**config.mk**
```make
export PLATFORM = sky130hd
export DESIGN_NAME = link_deframer_with_heartbeat_unit
export DESIGN_NICKNAME = d
export VERILOG_FILES = /design/src/hw/rtl/ldh_pkg.sv /design/src/hw/rtl/ldh_core.sv /design/src/hw/rtl/ldh_out_buf.sv /design/src/hw/rtl/link_deframer_with_heartbeat_unit.sv
export SDC_FILE = /design/constraint.sdc
export NUM_CORES = 1
export LEC_CHECK = 0
export BUFFER_PORTS_ARGS = -buffer_cell sky130_fd_sc_hd__buf_2
export CORE_UTILIZATION = 55
export DETAILED_ROUTE_END_ITERATION = 8
export GPL_TIMING_DRIVEN = 0
export PLACE_DENSITY = 0.84
export SLEW_MARGIN = 10
export SYNTH_ARGS = -nofsm -noshare
export SYNTH_HDL_FRONTEND = slang
export SYNTH_SLANG_ARGS = --single-unit
```
**constraint.sdc**
```tcl
create_clock -name clk -period 3.4 [get_ports clk]
set_input_delay 0.17 -clock clk [delete_from_list [all_inputs] [get_ports clk]]
set_output_delay 0.17 -clock clk [all_outputs]
set_load 0.01 [all_outputs]
```
**src/hw/rtl/ldh_pkg.sv**
```systemverilog
// Shared types and constants for the link deframer with heartbeat supervision.
// Used by ldh_core, ldh_out_buf and link_deframer_with_heartbeat_unit.
// No dependencies.
`default_nettype none

package ldh_pkg;

    // request command codes
    typedef enum logic [1:0] {
        CMD_RX_BYTE = 2'd0,
        CMD_TICK    = 2'd1,
        CMD_OPEN    = 2'd2,
        CMD_SENT    = 2'd3
    } command_t;

    // result event codes
    typedef enum logic [2:0] {
        EV_NONE       = 3'd0,
        EV_BODY_BYTE  = 3'd1,
        EV_DATA_DONE  = 3'd2,
        EV_ACCEPT     = 3'd3,
        EV_HEARTBEAT  = 3'd4,
        EV_ERROR      = 3'd5
    } event_t;

    // error codes
    typedef enum logic [2:0] {
        ERR_NONE         = 3'd0,
        ERR_BAD_HEADER   = 3'd1,
        ERR_UNKNOWN_CODE = 3'd2,
        ERR_TOO_LONG     = 3'd3,
        ERR_BAD_TRAILER  = 3'd4
    } err_t;

    // parser phases: six header bytes, body, two trailer bytes
    typedef enum logic [3:0] {
        PH_HDR0 = 4'd0,
        PH_HDR1 = 4'd1,
        PH_HDR2 = 4'd2,
        PH_HDR3 = 4'd3,
        PH_HDR4 = 4'd4,
        PH_HDR5 = 4'd5,
        PH_BODY = 4'd6,
        PH_TRL0 = 4'd7,
        PH_TRL1 = 4'd8
    } phase_t;

    // kind of frame being parsed
    typedef enum logic [1:0] {
        KIND_DATA      = 2'd0,
        KIND_ACCEPT    = 2'd1,
        KIND_HEARTBEAT = 2'd2
    } kind_t;

    // configuration register indexes
    localparam logic [1:0] CFG_SEND_IDLE_LIMIT    = 2'd0;
    localparam logic [1:0] CFG_RECEIVE_IDLE_LIMIT = 2'd1;
    localparam logic [1:0] CFG_MAX_PACKET         = 2'd2;

    // configuration reset values
    localparam logic [7:0]  SEND_IDLE_LIMIT_RST    = 8'd58;
    localparam logic [7:0]  RECEIVE_IDLE_LIMIT_RST = 8'd30;
    localparam logic [15:0] MAX_PACKET_RST         = 16'd8192;

    // framing marks and ascii digits
    localparam logic [7:0] HDR_MARK    = 8'hFE;
    localparam logic [7:0] TRL_MARK    = 8'hEF;
    localparam logic [7:0] ASCII_ZERO  = 8'h30;
    localparam logic [7:0] ASCII_ONE   = 8'h31;
    localparam logic [7:0] COUNT_MAX   = 8'hFF;

    // configuration as seen by the parser
    typedef struct packed {
        logic [7:0]  send_idle_limit;
        logic [7:0]  receive_idle_limit;
        logic [15:0] max_packet;
    } cfg_t;

    // one result item
    typedef struct packed {
        event_t      ev;
        logic [7:0]  data_byte;
        logic [15:0] message_length;
        err_t        error_code;
        logic        send_heartbeat;
        logic        link_closing;
    } result_t;

endpackage

`default_nettype wire

```
**src/hw/rtl/ldh_core.sv**
```systemverilog
// Frame parser and idle supervision: link state, counters and header store.
// Computes one result per accepted request; depends on ldh_pkg.
`default_nettype none

module ldh_core (
    input  wire logic            clk,
    input  wire logic            rst_n,
    input  wire logic            accept,
    input  wire logic [1:0]      command,
    input  wire logic [7:0]      rx_byte,
    input  wire ldh_pkg::cfg_t   cfg,
    output ldh_pkg::result_t     result
);

    logic               open_reg, open_next;
    logic [7:0]         send_cnt_reg, send_cnt_next;
    logic [7:0]         rcv_cnt_reg, rcv_cnt_next;
    ldh_pkg::phase_t    phase_reg, phase_next;
    logic [15:0]        body_reg, body_next;
    ldh_pkg::kind_t     kind_reg, kind_next;
    logic [7:0]         hdr_reg [6];
    logic [7:0]         hdr_next [6];

    logic [7:0]         send_inc;
    logic [7:0]         rcv_inc;
    logic [15:0]        hdr_len;
    logic [16:0]        len_plus2;
    logic               do_close;
    ldh_pkg::command_t  cmd;

    assign cmd       = ldh_pkg::command_t'(command);
    assign send_inc  = (send_cnt_reg == ldh_pkg::COUNT_MAX) ? send_cnt_reg : send_cnt_reg + 8'd1;
    assign rcv_inc   = (rcv_cnt_reg == ldh_pkg::COUNT_MAX) ? rcv_cnt_reg : rcv_cnt_reg + 8'd1;
    assign hdr_len   = {hdr_reg[4], rx_byte};
    assign len_plus2 = {1'b0, hdr_len} + 17'd2;

    // next state and result for one request
    always_comb
    begin
        open_next     = open_reg;
        send_cnt_next = send_cnt_reg;
        rcv_cnt_next  = rcv_cnt_reg;
        phase_next    = phase_reg;
        body_next     = body_reg;
        kind_next     = kind_reg;
        hdr_next      = hdr_reg;
        do_close      = 1'b0;

        result.ev             = ldh_pkg::EV_NONE;
        result.data_byte      = 8'd0;
        result.message_length = 16'd0;
        result.error_code     = ldh_pkg::ERR_NONE;
        result.send_heartbeat = 1'b0;
        result.link_closing   = 1'b0;

        unique case (cmd)
            ldh_pkg::CMD_RX_BYTE:
            begin
                if (open_reg)
                begin
                    unique case (phase_reg)
                        ldh_pkg::PH_HDR0:
                        begin
                            hdr_next[0] = rx_byte;
                            phase_next  = ldh_pkg::PH_HDR1;
                        end
                        ldh_pkg::PH_HDR1:
                        begin
                            hdr_next[1] = rx_byte;
                            phase_next  = ldh_pkg::PH_HDR2;
                        end
                        ldh_pkg::PH_HDR2:
                        begin
                            hdr_next[2] = rx_byte;
                            phase_next  = ldh_pkg::PH_HDR3;
                        end
                        ldh_pkg::PH_HDR3:
                        begin
                            hdr_next[3] = rx_byte;
                            phase_next  = ldh_pkg::PH_HDR4;
                        end
                        ldh_pkg::PH_HDR4:
                        begin
                            hdr_next[4] = rx_byte;
                            phase_next  = ldh_pkg::PH_HDR5;
                        end
                        ldh_pkg::PH_HDR5:
                        begin
                            hdr_next[5] = rx_byte;
                            // marks first, then control code
                            if (hdr_reg[0] != ldh_pkg::HDR_MARK ||
                                hdr_reg[1] != ldh_pkg::HDR_MARK)
                            begin
                                do_close          = 1'b1;
                                result.ev         = ldh_pkg::EV_ERROR;
                                result.error_code = ldh_pkg::ERR_BAD_HEADER;
                            end
                            else
                            begin
                                rcv_cnt_next = 8'd0;
                                if (hdr_reg[2] == ldh_pkg::ASCII_ZERO &&
                                    hdr_reg[3] == ldh_pkg::ASCII_ZERO)
                                begin
                                    if (len_plus2 > {1'b0, cfg.max_packet})
                                    begin
                                        do_close          = 1'b1;
                                        result.ev         = ldh_pkg::EV_ERROR;
                                        result.error_code = ldh_pkg::ERR_TOO_LONG;
                                    end
                                    else
                                    begin
                                        kind_next  = ldh_pkg::KIND_DATA;
                                        body_next  = hdr_len;
                                        phase_next = (hdr_len == 16'd0) ? ldh_pkg::PH_TRL0
                                                                        : ldh_pkg::PH_BODY;
                                    end
                                end
                                else if (hdr_reg[2] == ldh_pkg::ASCII_ONE &&
                                         (hdr_reg[3] == ldh_pkg::ASCII_ZERO ||
                                          hdr_reg[3] == ldh_pkg::ASCII_ONE))
                                begin
                                    kind_next  = (hdr_reg[3] == ldh_pkg::ASCII_ZERO)
                                                 ? ldh_pkg::KIND_ACCEPT
                                                 : ldh_pkg::KIND_HEARTBEAT;
                                    phase_next = ldh_pkg::PH_TRL0;
                                end
                                else
                                begin
                                    do_close          = 1'b1;
                                    result.ev         = ldh_pkg::EV_ERROR;
                                    result.error_code = ldh_pkg::ERR_UNKNOWN_CODE;
                                end
                            end
                        end
                        ldh_pkg::PH_BODY:
                        begin
                            result.ev        = ldh_pkg::EV_BODY_BYTE;
                            result.data_byte = rx_byte;
                            body_next        = body_reg - 16'd1;
                            if (body_reg == 16'd1)
                                phase_next = ldh_pkg::PH_TRL0;
                        end
                        ldh_pkg::PH_TRL0:
                        begin
                            // first trailer byte reuses header slot zero
                            hdr_next[0] = rx_byte;
                            phase_next  = ldh_pkg::PH_TRL1;
                        end
                        ldh_pkg::PH_TRL1:
                        begin
                            if (hdr_reg[0] != ldh_pkg::TRL_MARK ||
                                rx_byte != ldh_pkg::TRL_MARK)
                            begin
                                do_close          = 1'b1;
                                result.ev         = ldh_pkg::EV_ERROR;
                                result.error_code = ldh_pkg::ERR_BAD_TRAILER;
                            end
                            else
                            begin
                                phase_next = ldh_pkg::PH_HDR0;
                                unique case (kind_reg)
                                    ldh_pkg::KIND_DATA:
                                    begin
                                        result.ev             = ldh_pkg::EV_DATA_DONE;
                                        result.message_length = {hdr_reg[4], hdr_reg[5]};
                                    end
                                    ldh_pkg::KIND_ACCEPT:
                                        result.ev = ldh_pkg::EV_ACCEPT;
                                    default:
                                        result.ev = ldh_pkg::EV_HEARTBEAT;
                                endcase
                            end
                        end
                        default:
                            phase_next = ldh_pkg::PH_HDR0;
                    endcase
                end
            end
            ldh_pkg::CMD_TICK:
            begin
                if (open_reg)
                begin
                    send_cnt_next = send_inc;
                    rcv_cnt_next  = rcv_inc;
                    if (send_inc >= cfg.send_idle_limit)
                    begin
                        result.send_heartbeat = 1'b1;
                        send_cnt_next         = 8'd0;
                    end
                    if (rcv_inc >= cfg.receive_idle_limit)
                        do_close = 1'b1;
                end
            end
            ldh_pkg::CMD_OPEN:
            begin
                send_cnt_next = 8'd0;
                rcv_cnt_next  = 8'd0;
                phase_next    = ldh_pkg::PH_HDR0;
                body_next     = 16'd0;
                open_next     = 1'b1;
            end
            default:
                send_cnt_next = 8'd0;
        endcase

        // error or receive timeout closes the link
        if (do_close)
        begin
            open_next           = 1'b0;
            send_cnt_next       = 8'd0;
            rcv_cnt_next        = 8'd0;
            phase_next          = ldh_pkg::PH_HDR0;
            body_next           = 16'd0;
            result.link_closing = 1'b1;
        end
    end

    // control state
    always_ff @(posedge clk or negedge rst_n)
    begin
        if (!rst_n)
        begin
            open_reg     <= 1'b0;
            send_cnt_reg <= 8'd0;
            rcv_cnt_reg  <= 8'd0;
            phase_reg    <= ldh_pkg::PH_HDR0;
            body_reg     <= 16'd0;
            kind_reg     <= ldh_pkg::KIND_DATA;
        end
        else if (accept)
        begin
            open_reg     <= open_next;
            send_cnt_reg <= send_cnt_next;
            rcv_cnt_reg  <= rcv_cnt_next;
            phase_reg    <= phase_next;
            body_reg     <= body_next;
            kind_reg     <= kind_next;
        end
    end

    // header byte store
    always_ff @(posedge clk)
    begin
        if (accept)
            hdr_reg <= hdr_next;
    end

endmodule

`default_nettype wire

```
**src/hw/rtl/ldh_out_buf.sv**
```systemverilog
// Result register with a skid stage between the parser and the output channel.
// Depends on ldh_pkg for the result type.
`default_nettype none

module ldh_out_buf (
    input  wire logic              clk,
    input  wire logic              rst_n,
    input  wire logic              push,
    input  wire ldh_pkg::result_t  push_data,
    output logic                   push_ready,
    output logic                   out_valid,
    input  wire logic              out_ready,
    output ldh_pkg::result_t       out_data
);

    logic              main_valid_reg, main_valid_next;
    logic              skid_valid_reg, skid_valid_next;
    ldh_pkg::result_t  main_reg, main_next;
    ldh_pkg::result_t  skid_reg, skid_next;
    logic              main_free;

    assign push_ready = !skid_valid_reg;
    assign out_valid  = main_valid_reg;
    assign out_data   = main_reg;
    assign main_free  = !main_valid_reg || out_ready;

    // move requests between input, skid and output registers
    always_comb
    begin
        main_valid_next = main_valid_reg;
        skid_valid_next = skid_valid_reg;
        main_next       = main_reg;
        skid_next       = skid_reg;
        if (main_free)
        begin
            if (skid_valid_reg)
            begin
                main_next       = skid_reg;
                main_valid_next = 1'b1;
                skid_valid_next = 1'b0;
            end
            else if (push)
            begin
                main_next       = push_data;
                main_valid_next = 1'b1;
            end
            else
                main_valid_next = 1'b0;
        end
        else if (push)
        begin
            skid_next       = push_data;
            skid_valid_next = 1'b1;
        end
    end

    always_ff @(posedge clk or negedge rst_n)
    begin
        if (!rst_n)
        begin
            main_valid_reg <= 1'b0;
            skid_valid_reg <= 1'b0;
        end
        else
        begin
            main_valid_reg <= main_valid_next;
            skid_valid_reg <= skid_valid_next;
        end
    end

    always_ff @(posedge clk)
    begin
        main_reg <= main_next;
        skid_reg <= skid_next;
    end

endmodule

`default_nettype wire

```
**src/hw/rtl/link_deframer_with_heartbeat_unit.sv**
```systemverilog
// Top level of the link deframer with heartbeat supervision.
// Holds the configuration registers; instantiates ldh_core and ldh_out_buf (ldh_pkg).
//
//   channel   signals                                          direction
//   --------  -----------------------------------------------  ---------
//   input     in_valid, in_ready, command, rx_byte             in
//   output    out_valid, out_ready, event_res, data_byte,      out
//             message_length, error_code, send_heartbeat,
//             link_closing
//   config    cfg_we, cfg_index, cfg_data                      in
//
// One request per cycle while in_ready is high; the result is computed in the accepting
// cycle and registered at the accepting edge, in the output or else the skid register.
// The skid stage keeps in_ready high for one more request while out_ready is low;
// two results waiting stop the input until one is taken.
// Reset clears the link to closed, counters and parser to idle, limits to defaults.
`default_nettype none

module link_deframer_with_heartbeat_unit (
    input  wire logic        clk,
    input  wire logic        rst_n,
    input  wire logic        in_valid,
    output logic             in_ready,
    input  wire logic [1:0]  command,
    input  wire logic [7:0]  rx_byte,
    output logic             out_valid,
    input  wire logic        out_ready,
    output logic [2:0]       event_res,
    output logic [7:0]       data_byte,
    output logic [15:0]      message_length,
    output logic [2:0]       error_code,
    output logic             send_heartbeat,
    output logic             link_closing,
    input  wire logic        cfg_we,
    input  wire logic [1:0]  cfg_index,
    input  wire logic [15:0] cfg_data
);

    ldh_pkg::cfg_t     cfg_reg;
    ldh_pkg::result_t  step_res;
    ldh_pkg::result_t  out_res;
    logic              accept;

    assign accept = in_valid && in_ready;

    // configuration writes
    always_ff @(posedge clk or negedge rst_n)
    begin
        if (!rst_n)
        begin
            cfg_reg.send_idle_limit    <= ldh_pkg::SEND_IDLE_LIMIT_RST;
            cfg_reg.receive_idle_limit <= ldh_pkg::RECEIVE_IDLE_LIMIT_RST;
            cfg_reg.max_packet         <= ldh_pkg::MAX_PACKET_RST;
        end
        else if (cfg_we)
        begin
            if (cfg_index == ldh_pkg::CFG_SEND_IDLE_LIMIT)
                cfg_reg.send_idle_limit <= cfg_data[7:0];
            else if (cfg_index == ldh_pkg::CFG_RECEIVE_IDLE_LIMIT)
                cfg_reg.receive_idle_limit <= cfg_data[7:0];
            else if (cfg_index == ldh_pkg::CFG_MAX_PACKET)
                cfg_reg.max_packet <= cfg_data;
        end
    end

    ldh_core u_core (
        .clk     (clk),
        .rst_n   (rst_n),
        .accept  (accept),
        .command (command),
        .rx_byte (rx_byte),
        .cfg     (cfg_reg),
        .result  (step_res)
    );

    ldh_out_buf u_out_buf (
        .clk        (clk),
        .rst_n      (rst_n),
        .push       (accept),
        .push_data  (step_res),
        .push_ready (in_ready),
        .out_valid  (out_valid),
        .out_ready  (out_ready),
        .out_data   (out_res)
    );

    // result fields to ports
    assign event_res      = out_res.ev;
    assign data_byte      = out_res.data_byte;
    assign message_length = out_res.message_length;
    assign error_code     = out_res.error_code;
    assign send_heartbeat = out_res.send_heartbeat;
    assign link_closing   = out_res.link_closing;

endmodule

`default_nettype wire

```
**Yosys cells after proc, flatten, opt, wreduce, memory -nomap -nowiden**

Cells that the tools add are included.

- Register bits: 185
- Bits of input ports: 33

- Add/subtract/negate cells: 4
- $lt $le $gt $ge: 3
- Equality and inequality tests: 38
- Mux-type cells: 75
- Bitwise logic cells: 4
- Reductions and logical operators: 38

Operator list:

| cell | number |
|---|---|
| $mux 16 | 8 |
| $mux 8 | 11 |
| $mux 32 | 2 |
| $pmux 16 s2 | 2 |
| $mux 30 | 2 |
| $pmux 4 s9 | 1 |
| $eq 8x6->1 const B | 4 |
| $mux 4 | 8 |
| $ne 8x8->1 const B | 4 |
| $reduce_and 4->1 | 7 |
| $mux 3 | 8 |
| $pmux 8 s3 | 1 |
| $mux 1 | 19 |
| $add 16x2->17 const B | 1 |
| $gt 17x16->1 | 1 |
| $add 8x1->8 const B | 2 |
| $eq 16x1->1 const B | 1 |
| $eq 4x3->1 const B | 4 |
| $eq 8x8->1 const B | 2 |
| $ge 8x8->1 | 2 |
| $logic_not 16->1 | 1 |
| $ne 4x3->1 const B | 4 |
| $pmux 8 s2 | 1 |
| $sub 16x1->16 const B | 1 |
| 32 further kinds | 65 |

**Longest topological paths before layout**

Gate-level depths: netlist of run 1.

- Depth after elaboration: 12
- Depth in mapped cells: 17

**Hierarchy**

Synthesis of run 1 repeated with hierarchy kept, for this count alone.

- Cells, all modules: 800
- Area, all modules: 9646.8 um^2

Modules (own cells, without submodules):

| module | times used | cells an instance | area each (um^2) | sequential area each (um^2) |
|---|---|---|---|---|
| ldh_core | 1 | 621 | 5861.9 | 2417.3 |
| ldh_out_buf | 1 | 110 | 2544.9 | 1971.9 |
| link_deframer_with_heartbeat_unit | 1 | 69 | 1239.9 | 812.0 |

**Worst setup path before layout of run 1**

OpenSTA, ideal clock, no wires.

- Kind: register to register
- From: register u_core.rcv_cnt_reg[0]
- To: register u_core.body_reg[3]
- Setup time: 0.133 ns
- Arrival: 3.272 ns
- Path slack: -0.005 ns
- Cell stages (with the launch flop): 17
- Clock period less this slack: 3.405 ns
- Cell sequence: dfrtp_1 ha_1 nand2_1 nor2_1 and3_1 nor2_1 nand3_1 xnor2_1 ha_1 nand4_1 o311ai_1 nand2_1 o31ai_1 clkbuf_1 nor2_1 o31ai_1 o21ai_0

- Cells in the longest elaborated chain, start to end: 8
- Elaborated cells on any way between the ends: 15

Ends and longest elaborated chain:

| item | RTL line | source |
|---|---|---|
| start: declaration | ldh_core.sv:17 | `logic [7:0] rcv_cnt_reg, rcv_cnt_next;` |
| start signal: assignment | ldh_core.sv:234 | `rcv_cnt_reg <= rcv_cnt_next;` |
| $add 8x1->8 or $eq 8x8->1 (tied branches) | ldh_core.sv:33 | `assign rcv_inc = (rcv_cnt_reg == ldh_pkg::COUNT_MAX) ? rcv_cnt_reg : rcv_cnt_reg + 8'd1;` |
| $mux 8 * | ldh_core.sv:33 |  |
| $ge 8x8->1 * | ldh_core.sv:190 | `if (rcv_inc >= cfg.receive_idle_limit)` |
| $mux 1 * | ldh_core.sv:190 |  |
| $mux 1 * | ldh_core.sv:181 | `if (open_reg)` |
| $pmux 1 s2 * | ldh_core.sv:56 | `unique case (cmd)` |
| $ne 4x3->1 (no source line), or another cell as far along | - |  |
| $reduce_and 7->1 (no source line) | - |  |
| end signal: assignment | ldh_core.sv:236 | `body_reg <= body_next;` |
| end: declaration | ldh_core.sv:19 | `logic [15:0] body_reg, body_next;` |

Mark *: on every way between the ends. The rest lies on a longest branch, timed or not.
A chain may end at the register's enable or synchronous reset.

**Final worst setup path of run 1**

- From: register u_core.hdr_reg (netlist bit u_core.hdr_len[13])
- To: register u_core.body_reg[14]

- Cells in the longest elaborated chain, start to end: 10
- Elaborated cells on any way between the ends: 16

Ends and longest elaborated chain:

| item | RTL line | source |
|---|---|---|
| start: declaration | ldh_core.sv:21 | `logic [7:0] hdr_reg [6];` |
| start signal: assignment | ldh_core.sv:245 | `hdr_reg <= hdr_next;` |
| $add 16x2->17 * | ldh_core.sv:35 | `assign len_plus2 = {1'b0, hdr_len} + 17'd2;` |
| $gt 17x16->1 * | ldh_core.sv:104 | `if (len_plus2 > {1'b0, cfg.max_packet})` |
| $mux 1 | ldh_core.sv:104 |  |
| $mux 1 | ldh_core.sv:101 | `if (hdr_reg[2] == ldh_pkg::ASCII_ZERO &&` |
| $mux 1 | ldh_core.sv:91 | `if (hdr_reg[0] != ldh_pkg::HDR_MARK \|\|` |
| $pmux 1 s2 | ldh_core.sv:61 | `unique case (phase_reg)` |
| $mux 1 | ldh_core.sv:59 | `if (open_reg)` |
| $pmux 1 s2 | ldh_core.sv:56 |  |
| $ne 4x3->1 (no source line), or another cell as far along | - |  |
| $reduce_and 7->1 (no source line) | - |  |

Marked as above.

==> metrics.csv, run 1 <==
metric;value;unit
status;finished with violations;
violations;DRC, setup timing;
dr.pass1.iters;7;
globalRouteTotalUtil;0.261;
async_reset_ff_frac;0.395;
antenna_found_initial;1;
relSlewSlack;0.272;
rsz0062_at_grt;yes;
vias;7102;
pin_count;67;
synth_top_area_share;0.364;
drc;2;
start_kind;flip-flop;
port_buffers;66;
syn_area;9250;um^2
cts_buffer_depth;2;
die_area;17300;um^2
multi_input_area;4130;um^2
postLayoutCoreUtil;0.691;
synthToLayoutAreaGrowth;23.4;%
dp_hpwl;13900;um
ant_nets;0;
clk_pin_slew;0.08;ns
wl_per_cell;19.0;um
ir_drop;391;uV
synth-edff-count;112;
final_net_count;1021;
period_share;1.04;
core;16500;um^2
maxCapViolations;0;
path_buf_inv;3;
cts_root_buffer;clkbuf_16;
htreeDepth;4;
drt-initial-drc-count;581;
fmax;0.283;GHz
seq_area;5200;um^2
endpoint_kind;flip-flop;
cp_cell_sequence;and4_4 -> and3_4 -> nand2_2 -> xnor2_1 -> ha_1 -> and2_4 -> a221o_1 -> a31oi_4 -> and4_4 -> buf_6 -> o211ai_1 -> a21oi_2 -> buf_4 -> nand3_4 -> buf_6 -> o21ai_2;
synth_seq_cells;185;
fillerInstances;1104;
yosysSeqAreaShare;0.563;
postPlaceCellArea;9910;um^2
placementRows;47;
p_comb_frac;0.274;
insertedDiodeCount;0;
cp_slowest_stage_delay;0.43;ns
syn_avg_cell_area;11.5;um^2
layout-drive-gt1-share;0.307;
fin_area;11400;um^2
cts_tree;done;
power_leakage;4.74;nW
synth_area_leaders;edfxtp_1 (36%), dfrtp_1 (17%), mux2_2 (6.8%);
largest_reg_flops;40;
switching_share;0.337;
power_density;579;nW/um^2
fp.dieH;132;um
drt-total-wl;22400;um
synthFlopType;edfxtp_1;
path_max_fanout;5;
hold_viol;0;
yosys_warnings;0;
synth.net_count;871;
fin_crit;3.54;ns
finalClockSkew;0.0171;ns
gp_congestion;0.930;
synthCells;801;
die_w;132;um
slowest_stage;edfxtp_1;
cts_made_buffers;17;
switching_power;2.22;mW
cts.sinks;185;
synthDistinctLibCells;68;
grt_max_degree;56;
drv_slew;0;
power.internal;4.38;mW
yosysMostFrequentCell;edfxtp_1;
dpl.cell_count;1089;
crit_required;3.76;ns
grt_overflow;0;
synth_common_cells;edfxtp_1 (112), nor2_1 (71), dfrtp_1 (64);
critPathKind;reg -> reg;
hp-class;in -> reg;
cp.arrival;3.90;ns
p_clk_frac;0.292;
clk_latency;0.45;ns
seqPwrFrac;0.434;
tightest_slew;1.09;ns
fin_ws;-0.139;ns
routed_via_density;6.00;
setup_viol;23;
yosysTopAreaCell;edfxtp_1;
crit_family;simple AND/OR/NAND/NOR gates;
holdWs;0.0131;ns
grt_pass1_vias;6807;
start_util;0.559;
grt_pass1_wl;34700;um
instances_no_fill;1184;
layout by cell type, fill, tap and decap left out, drive strengths merged, types with 5 or more instances in the layout:
cell type / synthesis / final
buf: 6 / 121
edfxtp: 112 / 112
nor2: 71 / 71
dfrtp: 64 / 64
nand2: 60 / 60
inv: 49 / 59
mux2: 56 / 56
o21ai: 41 / 41
a21oi: 38 / 38
ha: 37 / 37
clkbuf: 18 / 35
nand3: 25 / 25
and2: 21 / 21
nor3: 19 / 19
o31ai: 18 / 18
dlygate4sd3: 0 / 16
nor4: 16 / 16
xnor2: 15 / 15
and3: 15 / 15
nand4: 12 / 12
nand2b: 11 / 11
dfstp: 9 / 9
a21o: 7 / 7
xor2: 6 / 6
and4: 6 / 6
nor2b: 5 / 5
mux2i: 5 / 5
a22o: 5 / 5
a31oi: 5 / 5
area by class of cell:
class | instances | share of cell area
Inverter | 49 | 0.0161
Buffer | 23 | 0.0115
Tap cell | 220 | 0.0241
Clock buffer | 17 | 0.0373
Multi-Input combinational cell | 543 | 0.362
Clock inverter | 15 | 0.0130
Sequential cell | 185 | 0.456
Timing Repair Buffer | 132 | 0.0798
metal layers:
layer	routed length [um]	global-route usage	up-vias
met2	11100	0.424	346
met1	8610	0.333	3413
met3	1850	0.0563	85
met5	11	0	-
li1	-	-	3256
met4	903	0.126	2
kinds of logic after synthesis:
group | after synthesis | share of synthesized area
simple gates | 277 | 0.156
flops | 185 | 0.563
compound gates | 147 | 0.105
buf+inv | 73 | 0.0330
mux | 61 | 0.0736
fa+ha+maj | 37 | 0.0501
xor+xnor | 21 | 0.0199
stage by stage:
step / TNS, ns / setup slack (ns) / power (mW)
5_1_grt: -3.98 / -0.182 / 6.88
4_1_cts: -0.0396 / -0.0396 / 6.41
2_1_floorplan: 0 / 0.0789 / 3.93
3_3_place_gp: -18.89 / -0.612 / 4.29
3_5_place_dp: -22.79 / -0.724 / 4.36
6_report: -2.12 / -0.139 / 6.60
final timing paths:
path	startpoint	endpoint	slack, ns	depth (start not counted)
setup reg to reg	u_core.hdr_len[13]	u_core.body_reg[14]	-0.14	16
hold reg to reg	cfg_reg[21]	cfg_reg[21]	0.51	1
hold / removal	cfg_data[0]	cfg_reg[24]	0.01	2
setup / recovery	u_core.hdr_len[13]	u_core.body_reg[14]	-0.14	16
max in group asynchronous	rst_n	cfg_reg[19]	2.63	3
min in group asynchronous	rst_n	u_core.send_cnt_reg[6]	0.15	2
timing repair:
item / CTS / global route
endpoints found under the hold margin: 83 / 0
endpoints found under the setup margin: 46 / 48
gates resized for setup: 38 / 58
hold buffers: 16 / 0
cloned: 3 / 0
pin swaps: 22 / 30
buffers inserted: 26 / 19
worst register-to-register path: stages, from the launching register on:
cell and delay, ns:
edfxtp_1 0.43, and4_4 0.26, and3_4 0.19, nand2_2 0.06, xnor2_1 0.21, ha_1 0.32
and2_4 0.17, a221o_1 0.35, a31oi_4 0.19, and4_4 0.27, buf_6 0.10, o211ai_1 0.10
a21oi_2 0.24, buf_4 0.16, nand3_4 0.12, buf_6 0.17, o21ai_2 0.12
power groups by stage:
stage / sequential (mW) / combinational [mW] / clock [mW]
2_1_floorplan: 2.87 / 1.06 / 0
3_3_place_gp: 2.88 / 1.41 / 0
3_5_place_dp: 2.89 / 1.46 / 0
4_1_cts: 2.85 / 1.62 / 1.94
5_1_grt: 2.89 / 1.97 / 2.03
6_report: 2.86 / 1.81 / 1.93
Note: power is estimated with default switching activity, not from simulation.
==> run 2: changes to the inputs <==
- CAP_MARGIN: unset -> 20
- REMOVE_ABC_BUFFERS: unset -> 1
==> run 2 against run 1 <==
The flow finishes with violations (setup timing). Via count up 2.4%. Clock skew is 0.0040 ns lower. Final area grew 1.3%. Combinational power about the same. Global-route usage grew 0.52 points. Highest routed layer is now met4.
==> metrics.csv, run 2 (synthesis gave the netlist of run 1 again) <==
metric;value;unit
status;finished with violations;
violations;setup timing;
cp.arrival;3.93;ns
critPathKind;reg -> reg;
drv_slew;0;
fmax;0.280;GHz
tightest_slew;0.942;ns
die_area;17300;um^2
start_util;0.559;
hold_viol;0;
ant_nets;0;
antenna_found_initial;0;
grt_max_degree;63;
power_density;581;nW/um^2
grt_pass1_wl;35500;um
maxCapViolations;0;
cp_cell_sequence;and4_4 -> and3_4 -> nand2_4 -> xnor2_4 -> ha_4 -> buf_6 -> nand3_4 -> nor4_4 -> and4_4 -> a32o_2 -> o2111ai_4 -> a221oi_4 -> buf_6 -> nor3_4 -> o22ai_2;
pin_count;67;
placementRows;47;
path_max_fanout;4;
power_leakage;4.78;nW
hp-class;in -> reg;
core;16500;um^2
layout-drive-gt1-share;0.316;
ir_drop;461;uV
setup_viol;23;
start_kind;flip-flop;
fp.dieH;132;um
vias;7269;
drt-initial-drc-count;723;
die_w;132;um
fin_crit;3.57;ns
drc;0;
cp_slowest_stage_delay;0.44;ns
dp_hpwl;14000;um
crit_required;3.76;ns
rsz0062_at_grt;yes;
wl_per_cell;20.1;um
relSlewSlack;0.367;
fin_ws;-0.173;ns
dr.pass1.iters;6;
clk_latency;0.45;ns
port_buffers;66;
cts_root_buffer;clkbuf_16;
cts_buffer_depth;2;
final_cell_mix;edfxtp_1 (112), buf_2 (67), nor2_1 (64);
grt_overflow;0;
globalRouteTotalUtil;0.266;
drt-total-wl;23500;um
clk_pin_slew;0.08;ns
endpoint_kind;flip-flop;
final_net_count;1009;
htreeDepth;4;
grt_pass1_vias;6873;
setup-tns-final;-2.44;ns
cts.sinks;185;
synthToLayoutAreaGrowth;25.1;%
gp_congestion;0.907;
finalPower;6.72;mW
mostFrequentLayoutCell;edfxtp_1;
period_share;1.05;
cts_tree;done;
finalClockSkew;0.0130;ns
cts_made_buffers;17;
routed_via_density;6.20;
largest_reg_flops;40;
slowest_stage;edfxtp_1;
insertedDiodeCount;0;
## run 2: cell count changes in the layout (fill, tap and decap cells not counted), moves of 3 or more
cell,previous run,this run
clkbuf_1,15,0
o21ai_1,7,16
o21ai_2,9,3
nand3_4,1,5
buf_4,45,48
buf_6,9,6
clkinv_8,2,5
inv_8,5,2
nand3_2,6,3
o21ai_0,25,22
## run 2: cell type report
class | count | area (um^2)
inverters | 49 | 184
clock buffers | 17 | 425
fillers | 1101 | 4960
multi-input cells | 544 | 4250
well taps | 220 | 275
clock inverters | 15 | 184
repair buffers | 142 | 1040
flip-flops and latches | 185 | 5210
## run 2: per-layer routing
layer	wire (um)	track usage
met4	909	0.117
met5	0	0
met2	11400	0.429
met3	2050	0.0675
met1	9170	0.340
## run 2: repair_timing
action,in CTS,in global routing
buffers inserted,30,22
pin swaps,26,31
cloned,1,1
endpoints found under the setup margin,49,44
hold endpoints to repair,85,0
gates resized for setup,47,56
hold buffers,16,0
## run 2: final timing paths
path	to	slack, ns	from	depth (start not counted)
max in group asynchronous	cfg_reg[13]	2.67	rst_n	3
min in group asynchronous	u_core.send_cnt_reg[3]	0.12	rst_n	2
min	u_out_buf.out_valid	0.02	in_valid	3
max reg2reg	u_core.body_reg[12]	-0.17	u_core.hdr_len[9]	15
min reg2reg	cfg_reg[9]	0.51	cfg_reg[9]	1
max	u_core.body_reg[12]	-0.17	u_core.hdr_len[9]	15
## run 2: metrics by stage
| step | area (um^2) | setup slack, ns | instances | hold slack [ns] | utilization |
|---|---|---|---|---|---|
| 4_1_cts | 11000 | -0.000580 | 1146 | 0.00911 | 0.668 |
| 6_report | 11600 | -0.173 | 1172 | 0.0206 | 0.700 |
| 5_1_grt | 11600 | -0.246 | 1172 | 0.0401 | 0.700 |
| 3_3_place_gp | 9730 | -0.959 | 1063 | 0.406 | 0.589 |
| 3_5_place_dp | 9820 | -0.774 | 1067 | 0.0316 | 0.594 |
| 2_1_floorplan | 9120 | -0.228 | 777 | -0.126 | - |
## run 2: power breakdown
part / internal, mW / leakage (nW) / switching (mW)
clock network: 1.00 / 0.293 / 1.02
logic: 0.731 / 2.53 / 1.07
registers: 2.67 / 1.95 / 0.233
total: 4.40 / 4.78 / 2.32
## run 2: critical path, delay by kind of cell, from the launching register on
kind,cells,cell delay (ns)
flops,1,0.44
compound gates,4,0.99
fa+ha+maj,1,0.30
xor+xnor,1,0.17
buf+inv,2,0.27
simple gates,7,1.29
==> run 3: changes to the inputs <==
- BUFFER_PORTS_ARGS: -buffer_cell sky130_fd_sc_hd__buf_2 -> unset
- CORE_UTILIZATION: 55 -> 58
- DONT_BUFFER_PORTS: unset -> 1
- HOLD_SLACK_MARGIN: unset -> 0.1
- PLACE_DENSITY: 0.84 -> 0.83
==> run 3 against run 2 <==
The run still ends with setup timing left. Power is 1.1% higher. Count of clock-buffer cells in the layout stayed put. First-iteration DRC count is 1.5% higher. Register-to-register slack better by 0.02 ns. Sequential power hardly changed. Via count is 1.2% lower. Flip-flop and latch count stayed put. Cell count is 4.8% lower. Core utilization is 3.8 points higher. Critical endpoint is now u_core.body_reg[10]. Highest routed layer unchanged.
==> metrics.csv, run 3 (synthesis gave the netlist of run 1 again) <==
metric;value;unit
status;finished with violations;
violations;setup timing;
drv_slew;0;
hp-class;in -> reg;
critPathKind;reg -> reg;
power_leakage;4.59;nW
maxCapViolations;0;
drc;0;
period_share;1.04;
holdWs;0.137;ns
hold_viol;0;
grt_max_degree;74;
grt_pass1_vias;6845;
start_kind;flip-flop;
cp.arrival;3.87;ns
gp_congestion;0.862;
htreeDepth;4;
grt_overflow;0;
port_buffers;0;
grt_pass1_wl;37000;um
largest_reg_flops;40;
final_cell_mix;edfxtp_1 (112), nor2_1 (65), dfrtp_1 (62);
rsz0062_at_grt;yes;
postLayoutCoreUtil;0.738;
routed_via_density;6.43;
ir_drop;396;uV
finalClockSkew;0.0129;ns
fmax;0.282;GHz
dr.pass1.iters;7;
endpoint_kind;flip-flop;
core;15400;um^2
cts_tree;done;
fin_ws;-0.149;ns
layout-drive-gt1-share;0.254;
postPlaceCellArea;9490;um^2
path_max_fanout;7;
tightest_slew;1.13;ns
finalPower;6.79;mW
pin_count;67;
placementRows;45;
instances_no_fill;1116;
clk_pin_slew;0.08;ns
drt-total-wl;24600;um
cts_root_buffer;clkbuf_16;
dp_hpwl;14500;um
fin_area;11300;um^2
antenna_found_initial;0;
setup_viol;28;
synthToLayoutAreaGrowth;22.6;%
ant_nets;0;
final_net_count;962;
multi_input_area;4140;um^2
clk_latency;0.45;ns
mostFrequentLayoutCell;edfxtp_1;
die_area;16400;um^2
globalRouteTotalUtil;0.303;
die_w;128;um
cts_made_buffers;17;
wl_per_cell;22.0;um
drt-initial-drc-count;734;
vias;7180;
seq_area;5200;um^2
cts.sinks;185;
fin_crit;3.55;ns
fp.dieH;128;um
insertedDiodeCount;0;
start_util;0.601;
cts_buffer_depth;2;
setup-tns-final;-2.74;ns
pre_cts_ws;-0.712;ns
crit_required;3.72;ns
dpl.cell_count;994;
fillerInstances;946;
power_density;599;nW/um^2
relSlewSlack;0.242;
## run 3: path summary, 6_finish.rpt
kind                               startpoint                      to  slack, ns  cells after the start
max in group asynchronous               rst_n             cfg_reg[13]       2.79                      2
hold reg to reg            u_core.body_reg[5]      u_core.body_reg[5]       0.51                      2
setup reg to reg            u_core.hdr_len[8]     u_core.body_reg[10]      -0.15                     13
hold / removal                     rx_byte[5]  u_out_buf.skid_reg[26]       0.14                      2
setup / recovery            u_core.hdr_len[8]     u_core.body_reg[10]      -0.15                     13
min in group asynchronous               rst_n             cfg_reg[26]       0.26                      2
## run 3: cell type report
class                      count  share of cell area
multi-input combinational    545               0.365
clock buffer                  17              0.0375
inverter                      49              0.0162
sequential                   185               0.459
clock inverter                15              0.0211
timing repair buffer          94              0.0778
tap                          211              0.0233
## run 3: power breakdown
part	switching, mW	leakage (nW)	internal, mW
logic	1.02	2.32	0.703
clock network	1.00	0.319	1.15
registers	0.248	1.95	2.67
## run 3: what timing repair did
item	CTS	global route
buffers inserted	28	22
hold buffers	35	2
gates cloned	0	2
endpoints found under the setup margin	49	41
gates resized for setup	43	43
pin swaps	21	44
hold endpoints to repair	169	3
## run 3: layer usage
metal  vias up  track usage  part of all wire  wire, um
met2       432        0.504              0.49     12100
met3        80       0.0755             0.089      2180
li1       3156            -                 -         -
met5         -            0                 0         0
met1      3512        0.383              0.39      9560
met4         0        0.113             0.030       732
## run 3: critical path: stages, from the launching register on
cell	delay, ns
edfxtp_1	0.44
and4_4	0.28
and3_4	0.19
nand3_2	0.09
xnor2_1	0.16
ha_1	0.32
nand3_2	0.12
nor4_4	0.35
and4_4	0.31
a32o_2	0.21
o2111ai_4	0.16
a221o_1	0.47
nand3_2	0.21
o21ai_1	0.10
